[src/hdl/bst_pkg.sv]
// ---------------------------------------------------------------------------
// bst_pkg
// Shared types and fixed widths for the bounded set table.
// ---------------------------------------------------------------------------
package bst_pkg;

	// widths fixed by the request and result fields
	localparam int REQ_W      = 2;
	localparam int PORT_KEY_W = 32;
	localparam int RANK_W     = 4;
	localparam int COUNT_W    = 5;

	// capacity register value after reset
	localparam logic [COUNT_W-1:0] CAP_RESET = 5'd16;

	// request kinds
	typedef enum logic [REQ_W-1:0] {
		REQ_INSERT   = 2'd0,
		REQ_ERASE    = 2'd1,
		REQ_CONTAINS = 2'd2,
		REQ_GET      = 2'd3
	} req_t;

endpackage

[src/hdl/bst_ram.sv]
// ---------------------------------------------------------------------------
// bst_ram
// Simple dual-port key store: one write port, one read port, registered
// read data. Contents are not cleared by reset.
// ---------------------------------------------------------------------------
module bst_ram #(
	parameter int DEPTH  = 16,
	parameter int WIDTH  = 32,
	parameter int ADDR_W = 4
) (
	input  logic              clk,
	input  logic              we,
	input  logic [ADDR_W-1:0] waddr,
	input  logic [WIDTH-1:0]  wdata,
	input  logic [ADDR_W-1:0] raddr,
	output logic [WIDTH-1:0]  rdata
);

	logic [WIDTH-1:0] mem [DEPTH];

	// write port
	always_ff @(posedge clk) begin
		if (we) begin
			mem[waddr] <= wdata;
		end
	end

	// registered read port
	always_ff @(posedge clk) begin
		rdata <= mem[raddr];
	end

endmodule

[src/hdl/bounded_set_table.sv]
// ---------------------------------------------------------------------------
// bounded_set_table
// Set of distinct keys held sorted in a one-port-read RAM; supports insert,
// erase, membership test and get-by-rank.
// ---------------------------------------------------------------------------
// Sequence: done strobes as busy drops, on the return to idle. Get reads one slot.
//   Insert, erase and contains scan from slot 0 up to the first key >= the request
//   key, else to slot count-1 (no scan on an empty set), then decide; an insert or
//   erase then moves each later entry by one slot, and a shifted insert writes last.
// Throughput: one request at a time; a new request is taken in the done cycle.
// Reset: key count 0, capacity 16; the key RAM is not cleared.
// ---------------------------------------------------------------------------
module bounded_set_table #(
	parameter int DEPTH     = 16,
	parameter int KEY_WIDTH = 32
) (
	input  logic                             clk,
	input  logic                             arst_n,
	// request
	input  logic                             start,
	output logic                             busy,
	input  logic [bst_pkg::REQ_W-1:0]        req_type,
	input  logic [bst_pkg::PORT_KEY_W-1:0]   key,
	input  logic [bst_pkg::RANK_W-1:0]       rank_index,
	// result
	output logic                             done,
	output logic                             ok,
	output logic [bst_pkg::PORT_KEY_W-1:0]   item_out,
	output logic [bst_pkg::COUNT_W-1:0]      count,
	// capacity register write
	input  logic                             cfg_valid,
	output logic                             cfg_ready,
	input  logic [bst_pkg::COUNT_W-1:0]      cfg_data
);

	import bst_pkg::*;

	localparam int ADDR_W     = (DEPTH > 1) ? $clog2(DEPTH) : 1;
	localparam int DEPTH_CLIP = (DEPTH > 31) ? 31 : DEPTH;
	localparam logic [COUNT_W-1:0] DEPTH_LIM = COUNT_W'(DEPTH_CLIP);

	typedef enum logic [2:0] {
		ST_IDLE,
		ST_SCAN,
		ST_DECIDE,
		ST_SHIFT_UP,
		ST_INS_WR,
		ST_SHIFT_DN,
		ST_GET
	} state_t;

	state_t                 state_q;
	req_t                   op_q;
	logic [KEY_WIDTH-1:0]   key_q;
	logic [RANK_W-1:0]      rank_q;
	logic [COUNT_W-1:0]     idx_q;
	logic [COUNT_W-1:0]     pos_q;
	logic                   eq_q;
	logic [COUNT_W-1:0]     count_q;
	logic [COUNT_W-1:0]     cap_q;
	logic                   done_q;
	logic                   ok_q;
	logic [PORT_KEY_W-1:0]  item_q;

	logic [COUNT_W-1:0]     rd_idx;
	logic [COUNT_W-1:0]     wr_idx;
	logic                   mem_we;
	logic [KEY_WIDTH-1:0]   mem_wdata;
	logic [KEY_WIDTH-1:0]   mem_rdata;
	logic [COUNT_W-1:0]     limit;
	logic                   insert_ok;
	logic [COUNT_W-1:0]     count_m1;

	// effective limit and insert admission
	assign limit     = (cap_q < DEPTH_LIM) ? cap_q : DEPTH_LIM;
	assign insert_ok = !eq_q && (count_q < limit);
	assign count_m1  = count_q - COUNT_W'(1);

	// key store
	bst_ram #(
		.DEPTH  (DEPTH),
		.WIDTH  (KEY_WIDTH),
		.ADDR_W (ADDR_W)
	) u_ram (
		.clk   (clk),
		.we    (mem_we),
		.waddr (ADDR_W'(wr_idx)),
		.wdata (mem_wdata),
		.raddr (ADDR_W'(rd_idx)),
		.rdata (mem_rdata)
	);

	// RAM address and write control per state
	always_comb begin
		rd_idx    = idx_q + COUNT_W'(1);
		wr_idx    = idx_q;
		mem_we    = 1'b0;
		mem_wdata = mem_rdata;
		unique case (state_q)
			ST_IDLE: begin
				rd_idx = (req_t'(req_type) == REQ_GET) ? COUNT_W'(rank_index) : '0;
			end
			ST_SCAN: begin
				rd_idx = idx_q + COUNT_W'(1);
			end
			ST_DECIDE: begin
				if (op_q == REQ_INSERT) begin
					rd_idx = count_m1;
					if (insert_ok && pos_q == count_q) begin
						mem_we    = 1'b1;
						wr_idx    = pos_q;
						mem_wdata = key_q;
					end
				end else begin
					rd_idx = pos_q + COUNT_W'(1);
				end
			end
			ST_SHIFT_UP: begin
				mem_we    = 1'b1;
				wr_idx    = idx_q + COUNT_W'(1);
				mem_wdata = mem_rdata;
				rd_idx    = idx_q - COUNT_W'(1);
			end
			ST_INS_WR: begin
				mem_we    = 1'b1;
				wr_idx    = pos_q;
				mem_wdata = key_q;
			end
			ST_SHIFT_DN: begin
				mem_we    = 1'b1;
				wr_idx    = idx_q - COUNT_W'(1);
				mem_wdata = mem_rdata;
				rd_idx    = idx_q + COUNT_W'(1);
			end
			ST_GET: begin
				rd_idx = idx_q;
			end
			default: begin
				rd_idx = idx_q;
			end
		endcase
	end

	// sequencer: scan, shift and result registers
	always_ff @(posedge clk or negedge arst_n) begin
		if (!arst_n) begin
			state_q <= ST_IDLE;
			count_q <= '0;
			done_q  <= 1'b0;
			ok_q    <= 1'b0;
			item_q  <= '0;
			op_q    <= REQ_INSERT;
			idx_q   <= '0;
			pos_q   <= '0;
			eq_q    <= 1'b0;
		end else begin
			done_q <= 1'b0;
			unique case (state_q)
				ST_IDLE: begin
					if (start) begin
						op_q   <= req_t'(req_type);
						key_q  <= KEY_WIDTH'(key);
						rank_q <= rank_index;
						idx_q  <= '0;
						if (req_t'(req_type) == REQ_GET) begin
							state_q <= ST_GET;
						end else if (count_q == '0) begin
							pos_q   <= '0;
							eq_q    <= 1'b0;
							state_q <= ST_DECIDE;
						end else begin
							state_q <= ST_SCAN;
						end
					end
				end
				// sorted scan: stop at the first key >= request key
				ST_SCAN: begin
					if (mem_rdata >= key_q) begin
						pos_q   <= idx_q;
						eq_q    <= (mem_rdata == key_q);
						state_q <= ST_DECIDE;
					end else if (idx_q == count_m1) begin
						pos_q   <= count_q;
						eq_q    <= 1'b0;
						state_q <= ST_DECIDE;
					end else begin
						idx_q <= idx_q + COUNT_W'(1);
					end
				end
				ST_DECIDE: begin
					unique case (op_q)
						REQ_INSERT: begin
							if (!insert_ok) begin
								ok_q    <= 1'b0;
								item_q  <= '0;
								done_q  <= 1'b1;
								state_q <= ST_IDLE;
							end else if (pos_q == count_q) begin
								count_q <= count_q + COUNT_W'(1);
								ok_q    <= 1'b1;
								item_q  <= '0;
								done_q  <= 1'b1;
								state_q <= ST_IDLE;
							end else begin
								idx_q   <= count_m1;
								state_q <= ST_SHIFT_UP;
							end
						end
						REQ_ERASE: begin
							if (!eq_q) begin
								ok_q    <= 1'b0;
								item_q  <= '0;
								done_q  <= 1'b1;
								state_q <= ST_IDLE;
							end else if (pos_q == count_m1) begin
								count_q <= count_m1;
								ok_q    <= 1'b1;
								item_q  <= '0;
								done_q  <= 1'b1;
								state_q <= ST_IDLE;
							end else begin
								idx_q   <= pos_q + COUNT_W'(1);
								state_q <= ST_SHIFT_DN;
							end
						end
						default: begin
							ok_q    <= eq_q;
							item_q  <= '0;
							done_q  <= 1'b1;
							state_q <= ST_IDLE;
						end
					endcase
				end
				// move entries up one slot, top first, to open the insert slot
				ST_SHIFT_UP: begin
					if (idx_q == pos_q) begin
						state_q <= ST_INS_WR;
					end else begin
						idx_q <= idx_q - COUNT_W'(1);
					end
				end
				ST_INS_WR: begin
					count_q <= count_q + COUNT_W'(1);
					ok_q    <= 1'b1;
					item_q  <= '0;
					done_q  <= 1'b1;
					state_q <= ST_IDLE;
				end
				// move entries down one slot over the erased key
				ST_SHIFT_DN: begin
					if (idx_q == count_m1) begin
						count_q <= count_m1;
						ok_q    <= 1'b1;
						item_q  <= '0;
						done_q  <= 1'b1;
						state_q <= ST_IDLE;
					end else begin
						idx_q <= idx_q + COUNT_W'(1);
					end
				end
				// sorted store: rank r sits in slot r
				ST_GET: begin
					if (COUNT_W'(rank_q) < count_q) begin
						ok_q   <= 1'b1;
						item_q <= PORT_KEY_W'(mem_rdata);
					end else begin
						ok_q   <= 1'b0;
						item_q <= '0;
					end
					done_q  <= 1'b1;
					state_q <= ST_IDLE;
				end
				default: begin
					state_q <= ST_IDLE;
				end
			endcase
		end
	end

	// capacity register
	always_ff @(posedge clk or negedge arst_n) begin
		if (!arst_n) begin
			cap_q <= CAP_RESET;
		end else if (cfg_valid && cfg_ready) begin
			cap_q <= cfg_data;
		end
	end

	assign cfg_ready = 1'b1;
	assign busy      = (state_q != ST_IDLE);
	assign done      = done_q;
	assign ok        = ok_q;
	assign item_out  = item_q;
	assign count     = count_q;

	// checks
	a_done_after_busy: assert property (@(posedge clk) disable iff (!arst_n)
		done |-> $past(busy))
		else $error("result strobe without a request in flight");

	a_count_bound: assert property (@(posedge clk) disable iff (!arst_n)
		count_q <= COUNT_W'(DEPTH_CLIP))
		else $error("key count above table depth");

	a_insert_count: assert property (@(posedge clk) disable iff (!arst_n)
		(done && ok && op_q == REQ_INSERT) |-> (count_q == $past(count_q) + COUNT_W'(1)))
		else $error("successful insert did not grow the count");

	a_write_busy: assert property (@(posedge clk) disable iff (!arst_n)
		mem_we |-> busy)
		else $error("RAM write while idle");

	a_start_busy: assert property (@(posedge clk) disable iff (!arst_n)
		(start && !busy) |=> busy)
		else $error("accepted request did not start");

endmodule

[config.mk]
export PLATFORM = sky130hd
export DESIGN_NAME = bounded_set_table
export DESIGN_NICKNAME = d
export VERILOG_FILES = /design/src/hdl/bst_pkg.sv /design/src/hdl/bst_ram.sv /design/src/hdl/bounded_set_table.sv
export SDC_FILE = /design/constraint.sdc
export NUM_CORES = 1
export LEC_CHECK = 0
export ABC_AREA = 1
export BUFFER_PORTS_ARGS = -buffer_cell sky130_fd_sc_hd__buf_2
export CORE_MARGIN = 2
export CORE_UTILIZATION = 45
export DETAILED_ROUTE_END_ITERATION = 12
export SLEW_MARGIN = 15
export SYNTH_ARGS = -nofsm -noshare
export SYNTH_HDL_FRONTEND = slang
export SYNTH_SLANG_ARGS = --single-unit
[constraint.sdc]
create_clock -name clk -period 5.6 [get_ports clk]
set_clock_uncertainty 0.2 [all_clocks]
set_input_delay 0.28 -clock clk [delete_from_list [all_inputs] [get_ports clk]]
set_output_delay 0.28 -clock clk [all_outputs]
set_load 0.02 [all_outputs]
==> summary.txt, run 1 <==
Outcome
  • Status: completed

Routing
  • DR pass1 iterations: 5
  • Post-DRT Antenna Nets: 0
  • DR DRC count: 0
  • Vias: 20,100
  • Routed length per instance: 21.5 um
  • Initial DRC Count: 2,205
  • Detailed Route WL: 80,300 um
  • Vias/cell: roughly 5.4

Power and ir drop
  • Peak supply drop: between 500 and 600 uV
  • Leak: approximately 14 nW
  • Power per cell area: between 600 and 700 nW/um2

Global route
  • Total GRT Usage: 0.245
  • First-pass GRT wire length: 121,000 um
  • Initial antenna violation count: 2
  • Number of global-route vias before repair: roughly 19,000
  • Largest net degree at the start of global routing: ~190
  • Total grt overflow: 0

Floorplan
  • Die width: ~260 um
  • Core Box Area: around 63,000 um2
  • Rows: 92
  • Die Area: about 65,000 um2
  • # IOs: between 80 and 90
  • Initial Util: 0.454
  • Die height: between 200 and 300 um

STA
  • Slew HR: 0.245
  • Fin crit period: 4.12 ns
  • RSZ-0062 raised after global routing: false
  • Setup TNS Final: 0 ns
  • Worst Tran Pin Value: around 1.1 ns
  • Tcrit/Tclk final: 0.736
  • Final Max Slew Viols: 0
  • Fin. Hold Viols: 0
  • Fmax: roughly 240 MHz
  • Setup Viol. Count Final: 0

Synthesis
  • Synth cell types: 44
  • Post-synthesis sequential area ratio: 0.653
  • Synth top area share: 0.577
  • Largest area contributor in the netlist: edfxtp_1
  • Mapped Area: roughly 29,000 um2
  • Number of flops mapped to enable cells by yosys: around 550
  • Cells after Synth: 2,719
  • Synthesized area per cell: 10.5 um2
  • Synthesis Warnings: 0
  • Synthesis-stage register bit count: 640
  • Syn Nets: between 2,000 and 3,000
  • Async SR Flop Fraction: 0.0938
  • Top cells by area, synth: edfxtp_1 58%, nand2_1 12%, nand3_1 6.1%, dfrtp_1 5.2%, inv_1 3.7%
  • Synth Flop Type: edfxtp_1

Placement
  • Port Buf Inserts: 86
  • Gpl congestion: 0.855
  • Post-DP HPWL: about 47,000 um

CTS
  • Number of gates resized after CTS: 0
  • Worst-Skew Late Latency: between 0.6 and 0.7 ns
  • Number of buffers created by CTS: 72
  • Clock Pin Slew Worst Setup and Hold Paths: about 0.060 ns
  • Root buffer cell: clkbuf_16
  • H-tree Lvls: 3
  • CTS tree: built
  • Post CTS Setup Buffer Count: 0
  • Clk sinks: 640
  • Clock Path Buffers: 3

Setup path
  • Worst-path fanout max: 22
  • WS Path Type: register to register
  • WP data arrival: ~4.2 ns
  • WP data required: roughly 5.7 ns
  • Crit. End Element: register
  • Startpoint Class: register

Cells and area
  • Most frequent cells in the layout: 905 x nand2_1, 548 x edfxtp_1, 345 x nand3_1, 282 x inv_1, 85 x buf_2
  • Final nets: between 2,000 and 3,000
  • Diodes inserted: 0
  • Layout cell share with drive strength beyond 1: 0.107
  • Commonest non-fill, non-tap cell in the layout: nand2_1
  • Synth-to-Final Area Change: 15.5%
  • Final core occ: 0.524

Flow run
  • Max capacitance violation total: 0

Min path
  • Worst min path class: primary input to register
-- synth_stat cells (all sizes together) (6+ instances only) --
cell type,instances
ha,45
xnor2,7
inv,290
xor2,9
clkbuf,24
a21oi,28
o21ai,26
nand2,912
o211ai,66
nand3,348
nand4,6
nand3b,65
mux2,35
dfrtp,59
buf,107
nor2,88
edfxtp,548
dfxtp,32
-- report_power, final --
part	leakage, nW	switching [W]	internal, W
Combinational	6.46	0.00685	0.00257
Clock	1.19	0.00193	0.00287
Sequential	6.01	0.000421	0.00661
Total	13.7	0.00919	0.0120
-- worst max-delay path: stages, from the launching register on --
cell and delay (ns):
dfstp_2 0.51, inv_1 0.08, ha_1 0.32, nand2_1 0.08, nand2_1 0.05, inv_1 0.07, nand2_1 0.05, nor2_1 0.40
nand3_1 0.25, nand3_1 0.13, nand2_1 0.07, inv_1 0.07, nand2_1 0.09, nand2_1 0.07, nand2_1 0.23, nor2_4 0.76
buf_4 0.36
-- repair_timing --
action | CTS | global route
hold endpoints to repair | 105 | 0
hold buffers | 56 | 0
setup endpoints to repair | 0 | 0
-- state kept, by name (all words and copies together) (netlist names), 4 cells and up --
signal / flops
cap_q: 5
pos_q: 5
item_out: 32
u_ram.mem: 512
count: 5
key_q: 32
rank_q: 4
u_ram.rdata: 32
idx_q: 5
-- metal layers --
layer	track usage	routed length (um)
met3	0.0421	5490
met4	0.0789	2410
met1	0.348	35500
met5	0	0
met2	0.383	36900
-- logic make-up after synthesis --
| kind of cell | after synthesis | synth area share |
|---|---|---|
| buf+inv | 421 | 0.0627 |
| fa+ha+maj | 45 | 0.0198 |
| xor+xnor | 16 | 0.00492 |
| other cells | 1 | 0.000132 |
| mux | 35 | 0.0138 |
| flops | 640 | 0.653 |
| compound gates | 137 | 0.0321 |
| simple gates | 1424 | 0.214 |
-- worst paths after layout --
path	start	end	slack, ns	depth (start not counted)
setup / recovery	cap_q[4]$_DFFE_PN1P_	u_ram.mem[10][13]$_DFFE_PP_	1.48	16
hold / removal	key[22]	key_q[22]$_DFFE_PP_	0.17	2
setup reg to reg	cap_q[4]$_DFFE_PN1P_	u_ram.mem[10][13]$_DFFE_PP_	1.48	16
hold reg to reg	item_out[17]$_DFFE_PN0P_	item_out[17]$_DFFE_PN0P_	0.26	2
max in group asynchronous	arst_n	item_out[6]$_DFFE_PN0P_	4.31	3
min in group asynchronous	arst_n	idx_q[4]$_DFFE_PN0P_	0.22	3
-- per-stage QoR --
step / total power (W) / hold slack (ns) / instances / area, um2 / setup WS, ns
2_1_floorplan: 0.0135 / -0.216 / 2719 / 28500 / 1.73
3_3_place_gp: 0.0163 / -0.0608 / 3547 / 29700 / 1.40
3_5_place_dp: 0.0165 / -0.0592 / 3554 / 29900 / 1.51
4_1_cts: 0.0213 / 0.145 / 3742 / 32900 / 1.49
5_1_grt: 0.0226 / 0.158 / 3743 / 32900 / 1.24
6_report: 0.0212 / 0.168 / 3743 / 32900 / 1.48
-- layout make-up --
type	count	area, um2
sequential	640	18600
fill	5593	29900
clock buffer	101	2060
tap	846	1060
clock inverter	31	355
multi-input combinational	1658	8300
inverter	290	1100
timing repair buffer	177	1460
Power figures use the tool's default switching activity.
==> run 2: changes to the inputs <==
==> constraint.sdc (replaced) <==
create_clock -name clk -period 3.6 [get_ports clk]
set_clock_uncertainty 0.2 [all_clocks]
set_input_delay 0.18 -clock clk [delete_from_list [all_inputs] [get_ports clk]]
set_output_delay 0.18 -clock clk [all_outputs]
set_load 0.02 [all_outputs]
==> run 2 against run 1 <==
  * Flip-flop and latch count unchanged
  * Highest routed layer unchanged
  * Hold slack worse by 0.095 ns
  * Register-to-register slack worse by 1.3 ns
==> summary.txt, run 2 (synthesized netlist as in run 1, its figures left out) <==
Outcome
  • Status: completed

Floorplan
  • Die height: 256 um (unchanged)
  • Rows: 92 (unchanged)
  • Core Box Area: 62,900 um2 (unchanged)
  • Initial Util: 0.454 (unchanged)
  • Die width: 256 um (unchanged)
  • Die Area: 65,400 um2 (unchanged)
  • # IOs: 88 (unchanged)

Cells and area
  • Synth-to-Final Area Change: 16.9%
  • Layout cell share with drive strength beyond 1: 0.118 (+0.0110)
  • Final nets: 2,974 (+1.5%)
  • Most frequent cells in the layout: 905 x nand2_1, 548 x edfxtp_1, 345 x nand3_1, 282 x inv_1, 85 x buf_2
  • Reg with most FFs: u_ram.mem
  • Final Non-Filler Cells: 3,788 (+1.2%)
  • Commonest non-fill, non-tap cell in the layout: nand2_1
  • Post-Layout Inst Area: 33,300 um2 (+1.2%)
  • Max FFs per register: 512 (unchanged)

Global route
  • Total GRT Usage: 0.242 (-0.00246)
  • Total grt overflow: 0 (unchanged)
  • Number of global-route vias before repair: 20,200 (+3.7%)
  • Largest net degree at the start of global routing: 80 (-57%)
  • Initial antenna violation count: 1 (-1)
  • First-pass GRT wire length: 120,000 um (-0.85%)

Power and ir drop
  • Peak supply drop: 647 uV (+25%)
  • Pint: 0.0190 W (+58%)
  • Final Power: 0.0335 W (+58%)
  • Power per cell area: 1000 nW/um2 (+56%)
  • Clock share of power: 0.216 (-0.010)
  • Combinational Power Share: 0.460 (+0.017)
  • Flop pwr share: 0.324 (-0.007)
  • Switch share: 0.432 (-0.000670)
  • P_sw: 0.0145 W (+57%)
  • Leak: 13.9 nW (+1.4%)

CTS
  • CTS tree: built
  • Worst-Skew Late Latency: 0.62 ns (about the same)
  • Post CTS Setup Buffer Count: 0 (unchanged)
  • Clock Path Buffers: 3 (unchanged)
  • Number of buffers created by CTS: 72 (unchanged)
  • Clk sinks: 640 (unchanged)
  • Root buffer cell: clkbuf_16
  • Clock Pin Slew Worst Setup and Hold Paths: 0.06 ns (about the same)
  • H-tree Lvls: 3 (unchanged)

STA
  • Worst Tran Pin Value: 1.15 ns (+0.0174 ns)
  • Slew HR: 0.233 (-0.0126)
  • Final Max Slew Viols: 0 (unchanged)
  • Fin crit period: 3.38 ns (-0.735 ns)
  • Fin. Hold Viols: 0 (unchanged)
  • Tcrit/Tclk final: 0.940 (+0.205)
  • Fmax: 295 MHz (+22%)
  • Setup TNS Final: 0 ns (unchanged)
  • Setup Viol. Count Final: 0 (unchanged)
  • Setup WS post-layout: 0.215 ns (-1.27 ns)
  • RSZ-0062 raised after global routing: false

Setup path
  • WP data arrival: 3.47 ns (-0.75 ns)
  • Startpoint Class: register
  • Flop-to-flop setup slack: 0.22 ns (-1.27 ns)
  • WP data required: 3.68 ns (-2.02 ns)
  • Crit. End Element: register
  • Worst-path fanout max: 32 (+45%)
  • WS Path Type: register to register

Routing
  • Detailed Route WL: 79,600 um (-0.84%)
  • Routed length per instance: 21.0 um (-2.0%)
  • Vias: 20,200 (+0.49%)
  • Post-DRT Antenna Nets: 0 (unchanged)
  • Initial DRC Count: 1,965 (-11%)
  • Vias/cell: 5.34 (-0.71%)
  • DR pass1 iterations: 5 (unchanged)
  • DR DRC count: 0 (unchanged)

Placement
  • Gpl congestion: 0.929 (+8.6%)
  • Placed insts: 3,599 (+1.3%)
  • DP Area: 30,500 um2 (+1.8%)
  • Pre-CTS setup slack: 0.119 ns (-1.39 ns)
  • Port Buf Inserts: 86 (unchanged)
  • Post-DP HPWL: 47,300 um (-0.38%)

Min path
  • Worst min path class: primary input to register

Flow run
  • Max capacitance violation total: 0 (unchanged)
[run 2: power groups by stage]
| stage | registers (W) | clock network (W) | logic [W] |
|---|---|---|---|
| 6_report | 0.0108 | 0.00723 | 0.0154 |
| 5_1_grt | 0.0109 | 0.00765 | 0.0169 |
| 4_1_cts | 0.0108 | 0.00735 | 0.0154 |
| 3_5_place_dp | 0.0110 | 0 | 0.0152 |
| 3_3_place_gp | 0.0110 | 0 | 0.0151 |
| 2_1_floorplan | 0.0109 | 0 | 0.0101 |
[run 2: final cells by class]
cell class,count,area (um2)
diodes,1,2.50
clock buffers,104,2010
clock inverters,29,303
fillers,5472,29500
inverters,290,1090
multi-input cells,1658,8290
flip-flops and latches,640,18600
well taps,846,1060
repair buffers,220,1960
[run 2: path summary, 6_finish.rpt]
| check | start | to | cells after the start |
|---|---|---|---|
| max | cap_q[4]$_DFFE_PN1P_ | u_ram.mem[5][12]$_DFFE_PP_ | 14 |
| min | key[19] | key_q[19]$_DFFE_PP_ | 2 |
| max reg2reg | cap_q[4]$_DFFE_PN1P_ | u_ram.mem[5][12]$_DFFE_PP_ | 14 |
| min reg2reg | item_out[11]$_DFFE_PN0P_ | item_out[11]$_DFFE_PN0P_ | 2 |
| max in group asynchronous | arst_n | item_out[27]$_DFFE_PN0P_ | 3 |
| min in group asynchronous | arst_n | item_out[0]$_DFFE_PN0P_ | 3 |
[run 2: per-layer routing]
| layer | GRT usage | share of wire |
|---|---|---|
| met3 | 0.0375 | 0.062 |
| met1 | 0.324 | 0.43 |
| met4 | 0.0941 | 0.032 |
| met2 | 0.399 | 0.47 |
| met5 | 0 | 0 |
[run 2: worst max-delay path, cell delays in order, from the launching register on]
cell and delay [ns]:
dfstp_2 0.52, inv_1 0.09, ha_1 0.32, nand2_1 0.08, nor2_1 0.04, nand2_1 0.07, inv_1 0.06, nor2_2 0.25
nand3_1 0.21, nand2_1 0.11, nand3_1 0.09, a21oi_1 0.20, nand2_1 0.28, nor2_4 0.21, buf_12 0.28
[run 2: repair_timing]
action                     4_1_cts  5_1_grt
setup endpoints to repair        0      304
hold buffers                    55        0
gates resized for setup          0        1
hold endpoints to repair       124        0
[run 2: metrics by stage]
stage | hold WS, ns | util
2_1_floorplan | -0.316 | -
4_1_cts | 0.0306 | 0.530
3_3_place_gp | 0.157 | 0.485
5_1_grt | 0.0526 | 0.530
6_report | 0.0729 | 0.530
3_5_place_dp | 0.158 | 0.485
